$ cat src/sv/rzht_pkg.sv
// Types and codes of the rectangle zone hit table.
// No dependencies; used by the cell and the top level.
package rzht_pkg;

    typedef enum logic [1:0] {
        KIND_CREATE  = 2'd0,
        KIND_DELETE  = 2'd1,
        KIND_POINTER = 2'd2
    } t_kind;

    typedef struct packed {
        t_kind       kind;
        logic [11:0] x_pos;
        logic [11:0] y_pos;
        logic [12:0] right_excl;
        logic [12:0] bottom_excl;
        logic [15:0] tag;
        logic        left_en;
        logic        right_en;
        logic [5:0]  slot;
        logic        left_button;
        logic        right_button;
        logic        done;
        logic [5:0]  res_slot;
        logic        left_fire;
        logic        right_fire;
    } t_token;

endpackage

$ cat src/sv/rzht_cell.sv
// One zone slot of the table and the pipeline stage that follows it.
// Depends on rzht_pkg for the token type and the item kinds.
module rzht_cell
    import rzht_pkg::*;
#(
    parameter int INDEX = 0
) (
    input  logic   i_clk,
    input  logic   i_rst_n,
    input  logic   i_adv,
    input  logic   i_vld,
    input  t_token i_tok,
    output logic   o_vld,
    output t_token o_tok
);

    logic        r_valid, n_valid;
    logic        r_latched, n_latched;
    logic        n_write;
    logic [11:0] r_left;
    logic [11:0] r_top;
    logic [12:0] r_right;
    logic [12:0] r_bottom;
    logic [15:0] r_tag;
    logic        r_left_en;
    logic        r_right_en;
    logic        r_vld;
    t_token      r_tok, n_tok;
    logic        w_inside;
    logic        w_latch_seen;

    assign w_inside = r_valid
        && (i_tok.x_pos >= r_left) && ({1'b0, i_tok.x_pos} < r_right)
        && (i_tok.y_pos >= r_top) && ({1'b0, i_tok.y_pos} < r_bottom);
    assign w_latch_seen = i_tok.left_button && r_latched;

    always_comb begin
        n_tok     = i_tok;
        n_valid   = r_valid;
        n_latched = r_latched;
        n_write   = 1'b0;
        case (i_tok.kind)
            KIND_CREATE: begin
                if (!i_tok.done && !r_valid) begin
                    n_valid        = 1'b1;
                    n_latched      = 1'b0;
                    n_write        = 1'b1;
                    n_tok.done     = 1'b1;
                    n_tok.res_slot = 6'(INDEX);
                end
            end
            KIND_DELETE: begin
                if (32'(i_tok.slot) == 32'(INDEX)) begin
                    n_valid = 1'b0;
                end
            end
            KIND_POINTER: begin
                n_latched = w_latch_seen;
                if (!i_tok.done && w_inside) begin
                    n_tok.done     = 1'b1;
                    n_tok.res_slot = 6'(INDEX);
                    n_tok.tag      = r_tag;
                    if (!w_latch_seen) begin
                        n_latched        = i_tok.left_button;
                        n_tok.left_fire  = i_tok.left_button && r_left_en;
                        n_tok.right_fire = i_tok.right_button && r_right_en;
                    end
                end
            end
            default: begin
                n_tok = i_tok;
            end
        endcase
    end

    always_ff @(posedge i_clk) begin
        if (!i_rst_n) begin
            r_valid   <= 1'b0;
            r_latched <= 1'b0;
            r_vld     <= 1'b0;
        end else if (i_adv) begin
            r_vld <= i_vld;
            if (i_vld) begin
                r_valid   <= n_valid;
                r_latched <= n_latched;
            end
        end
    end

    always_ff @(posedge i_clk) begin
        if (i_adv) begin
            r_tok <= n_tok;
            if (i_vld && n_write) begin
                r_left     <= i_tok.x_pos;
                r_top      <= i_tok.y_pos;
                r_right    <= i_tok.right_excl;
                r_bottom   <= i_tok.bottom_excl;
                r_tag      <= i_tok.tag;
                r_left_en  <= i_tok.left_en;
                r_right_en <= i_tok.right_en;
            end
        end
    end

    assign o_vld = r_vld;
    assign o_tok = r_tok;

endmodule

$ cat config.mk
export PLATFORM = sky130hd
export DESIGN_NAME = rzht_cell
export DESIGN_NICKNAME = d
export VERILOG_FILES = /design/src/sv/rzht_pkg.sv /design/src/sv/rzht_cell.sv
export SDC_FILE = /design/constraint.sdc
export NUM_CORES = 1
export LEC_CHECK = 0
export BUFFER_PORTS_ARGS = -buffer_cell sky130_fd_sc_hd__buf_2
export CAP_MARGIN = 30
export CORE_MARGIN = 3
export CORE_UTILIZATION = 55
export CTS_BUF_LIST = sky130_fd_sc_hd__clkbuf_8
export CTS_CLUSTER_SIZE = 8
export DETAILED_ROUTE_END_ITERATION = 8
export GPL_ROUTABILITY_DRIVEN = 0
export PLACE_DENSITY_LB_ADDON = 0.12
export SLEW_MARGIN = 25
export SYNTH_ARGS = -nofsm -noshare
export SYNTH_HDL_FRONTEND = slang
export SYNTH_SLANG_ARGS = --single-unit
$ cat constraint.sdc
create_clock -name i_clk -period 9.3 [get_ports i_clk]
set_clock_uncertainty 0.1 [all_clocks]
set_input_delay 1.395 -clock i_clk [delete_from_list [all_inputs] [get_ports i_clk]]
set_output_delay 1.395 -clock i_clk [all_outputs]
set_load 0.02 [all_outputs]
* Yosys cells after proc, flatten, opt, wreduce, memory -nomap -nowiden
Index checks and enable logic that the tools add are counted.
** Word-level totals
- Output and inout port bits :: 88
- Input port bits :: 91
- Register bits :: 158
- Logic and storage cells :: 68
** Operators by class
- Equality and inequality tests :: 4
- Multiplexer cells :: 16
- Magnitude comparators :: 4
- Reductions and logical operators :: 19
** Operators with widths (count)
- two-way mux 16 bit :: 2
- < comparator 12 x 13 -> 1 bit :: 2
- greater-or-equal comparator 12 bit :: 2
- case mux 7 bit (2 select lines) :: 1
- logical AND 1 bit :: 10
- two-way mux 9 bit :: 1
- two-way mux 1 bit :: 7
- two-way mux 7 bit :: 1
- zero test 6 bit :: 1
- AND reduction 5 bit :: 1
- two-way mux 2 bit :: 2
- != test 2 bit, second input constant :: 2
- case mux 1 bit (2 select lines) :: 2
- AND reduction 4 bit :: 1
- nonzero test 2 bit :: 2
- equality test 2 x 1 -> 1 bit, second input constant :: 1
- equality test 2 bit, second input constant :: 1
- zero test 1 bit :: 2
- zero test 2 bit :: 1
- AND reduction 2 bit :: 1

* Logic depth before layout (Yosys ltp)
- Depth in word-level cells :: 8
- Gate-level depth with buffers :: 10
- Gate-level depth less buffers :: 8

* Least setup slack after synthesis
No wires, ideal clock.
- Path kind :: in2reg
- From :: in i_tok[86] (netlist name)
- To :: reg r_bottom[0], enable pin
- Setup slack :: 5.137 ns
- Required time :: 8.765 ns
- Path buffers :: 0
- Arrival time :: 3.629 ns
- Cell stages on the path :: 2
- Setup time :: 0.435 ns
- Path through :: nor4_1 -> and3_1
** Between the ends
- Longest elaborated chain between the ends :: 4
** RTL lines
- start, declared :: line rzht_cell.sv:12 : input t_token i_tok,
- zero test 2 bit :: line rzht_cell.sv:42 : case (i_tok.kind)
- two-way mux 1 bit :: line rzht_cell.sv:42
- logical AND 1 bit :: line rzht_cell.sv:93 : if (i_vld && n_write) begin
- AND reduction 2 bit (no source line)
- end signal, assigned :: line rzht_cell.sv:97 : r_bottom <= i_tok.bottom_excl;
- end, declared :: line rzht_cell.sv:23 : logic [12:0] r_bottom;
No other way between the ends.
A chain may end at the register's enable or synchronous reset.

==> flow_metrics.tcl <==
set metrics [dict create \
    tightest_slew_ps 839 \
    slew_headroom_pct 43.5 \
    syn_nets 508 \
    synth-warning-count 0 \
    rsz0062_at_grt "false" \
    n_fill_cell 764 \
    area_growth_pct 21.7 \
    synth-async-reset-ratio_pct 0 \
    post-cts-setup-buffers 0 \
    hp-class "flop to flop" \
    row_count 38 \
    cts_buffers 17 \
    timing.hold.ws_ps 431 \
    die_area_mm2 0.0129 \
    hold_viol_final 0 \
    endpoint_kind "flop" \
    dp_hpwl_um 8650 \
    post_dp_cell_area_mm2 0.00742 \
    report.final.slew_viol_count 0 \
    cts_root_buf "clkbuf_8" \
    path_cells "buf_2 > ha_1 > a21oi_1 > o21ai_0 > a211oi_1 > nand4_1 > or4_2 > mux2_4" \
    cp_slowest_cell "or4_2" \
    antenna_found_initial 1 \
    cp_max_fo 23 \
    h-tree-depth 4 \
    syn-cell-area_mm2 0.00638 \
    drc 0 \
    grt_pass1_vias 3851 \
    cts_buffer_depth 2 \
    postCtsHoldBufs 0 \
    grt_pass1_wl_um 18800 \
    p_leak_uw 0.00337 \
    netlist_instances 371 \
    crit_arrival_ps 4070 \
    clk_latency_ps 450 \
    finalSetupViolations 0 \
    drt-initial-drc-count 170 \
    crit_buf_inv 1 \
    crit_family "simple AND/OR/NAND/NOR gates" \
    peakVddDrop_uv 130 \
    ant_nets 0 \
    cts.sinks 158 \
    critPathKind "input port to flop" \
    min-delay-start "r_latched" \
    worst_slack_ps 5330 \
    grt_usage_pct 19.4 \
    fin_util_pct 70.1 \
    clk_pin_slew_worst_paths_ps 80 \
    setup.worst_path.start_class "input port" \
    synthFlopType "edfxtp_1" \
    initial_core_util_pct 57.6 \
    status "finished, final reports clean" \
    power_density_mw_per_mm2 180 \
    yosys_register_bits 158 \
    ys_types 44 \
    post-route-period-util_pct 42.7 \
    avgRoutedWirePerCell_um 16.6 \
    io_pins 179 \
    cts.repair.resized 0 \
    final.min_clock_period_ps 3970 \
    die_h_um 114 \
    grt_overflow 0 \
    wirelength_um 12000 \
    portBuffers 178 \
    synth_edf_count 155 \
    required_ps 9400 \
    coreArea_mm2 0.0111 \
    vias 3745 \
    maxCapViolCount 0 \
    max_freq_mhz 252 \
    drt_pass1_iterations 4 \
    drt-vias-per-instance 5.19 \
    tns_ps 0 \
    drive_gt1_share_pct 38.4 \
    nets 704 \
    crit_start "i_tok[67]" \
    yosysSeqAreaShare_pct 73.9 \
    stdcell_area_mm2 0.00777 \
    place_ws_ps 4850 \
    cts_tree "built" \
    die_x_um 114 \
    syn_avg_cell_area_um2 17.2 \
    timing.rr.start "r_bottom[6]" \
    grt_max_degree 70 \
    cp_slowest_stage_delay_ps 940 \
]
-- cell usage after synthesis, types with 3 or more instances --
master	instances	area [um2]
nand3_1	3	15.0
a21oi_1	12	60.1
mux2_4	13	195
and3b_1	6	52.6
inv_1	51	191
a21o_1	5	37.5
mux2_2	3	33.8
nand2_1	11	41.3
o21a_1	3	22.5
edfxtp_1	155	4650
nand4_1	4	25.0
o21ai_0	7	35.0
nor2_1	5	18.8
nand2b_1	5	31.3
nor3_1	3	15.0
a221oi_1	3	26.3
dfxtp_1	3	60.1
ha_1	46	576
-- state kept, by name, indices dropped and copies added, names as in the netlist --
| signal | flops |
|---|---|
| r_left | 12 |
| r_tag | 16 |
| r_top | 12 |
| r_right_en | 1 |
| r_valid | 1 |
| r_left_en | 1 |
| r_bottom | 13 |
| o_vld | 1 |
| o_tok | 87 |
| r_latched | 1 |
| r_right | 13 |
-- per-stage QoR --
| stage | instances | total power, uW |
|---|---|---|
| 3_3_place_gp | 687 | 983 |
| 3_5_place_dp | 687 | 988 |
| 4_1_cts | 719 | 1410 |
| 5_1_grt | 721 | 1460 |
| 6_report | 721 | 1400 |
| 2_1_floorplan | 371 | 914 |
-- worst paths after layout --
kind	slack, ps	endpoint	cells after the start
worst max-delay path	5330	o_tok[29]	8
worst min register to register	430	r_latched	2
worst min-delay path	430	r_latched	2
worst max register to register	6060	o_tok[29]	8
-- where the power goes --
group          total (uW)  switching (uW)  internal, uW  leakage (uW)
Clock                 425             225           200      0.000179
Sequential            828            8.10           820       0.00149
Combinational         142            90.3          52.0       0.00171
-- kinds of logic after synthesis --
family	after synthesis	share of synthesized area [%]
adder cells (fa/ha/maj)	46	9.02
multiplexers	18	3.90
buffers and inverters	54	3.67
AND/OR/NAND/NOR	50	4.67
flip-flops	158	73.9
AO/OA/AOI/OAI	45	4.86
-- worst register-to-register path, delay by kind of cell (launching register included) --
kind,cells,cell delay (ps)
flip-flops,1,370
buffers and inverters,1,70
AO/OA/AOI/OAI,3,680
multiplexers,1,420
AND/OR/NAND/NOR,2,1130
adder cells (fa/ha/maj),1,230
-- layout make-up --
class	instances	area [um2]	area share (%)
Sequential cell	158	4710	60.7
Clock inverter	15	90.1	1.16
Timing Repair Buffer	180	921	11.9
Tap cell	140	175	2.26
Inverter	51	191	2.46
Antenna cell	1	2.50	0.0322
Clock buffer	17	234	3.01
Multi-Input combinational cell	159	1440	18.5
-- layout by cell type, fill, tap and decap left out, types with 4 or more instances in the layout --
| master | count |
|---|---|
| a21o_1 | 5 |
| a21oi_1 | 12 |
| and3b_1 | 6 |
| buf_2 | 177 |
| clkbuf_8 | 17 |
| clkinv_1 | 6 |
| edfxtp_1 | 155 |
| ha_1 | 46 |
| inv_1 | 55 |
| mux2_4 | 13 |
| nand2_1 | 11 |
| nand2b_1 | 5 |
| nand4_1 | 4 |
| nor2_1 | 5 |
| o21ai_0 | 7 |
-- metal layers --
layer  share of wire (%)  wire, um  track usage, %
met5                   0         0               0
met4                 2.5       299            9.86
met3                 7.4       884            6.26
met2                  50      5930            31.3
met1                  41      4850            23.5
Power figures use the tool's default switching activity.
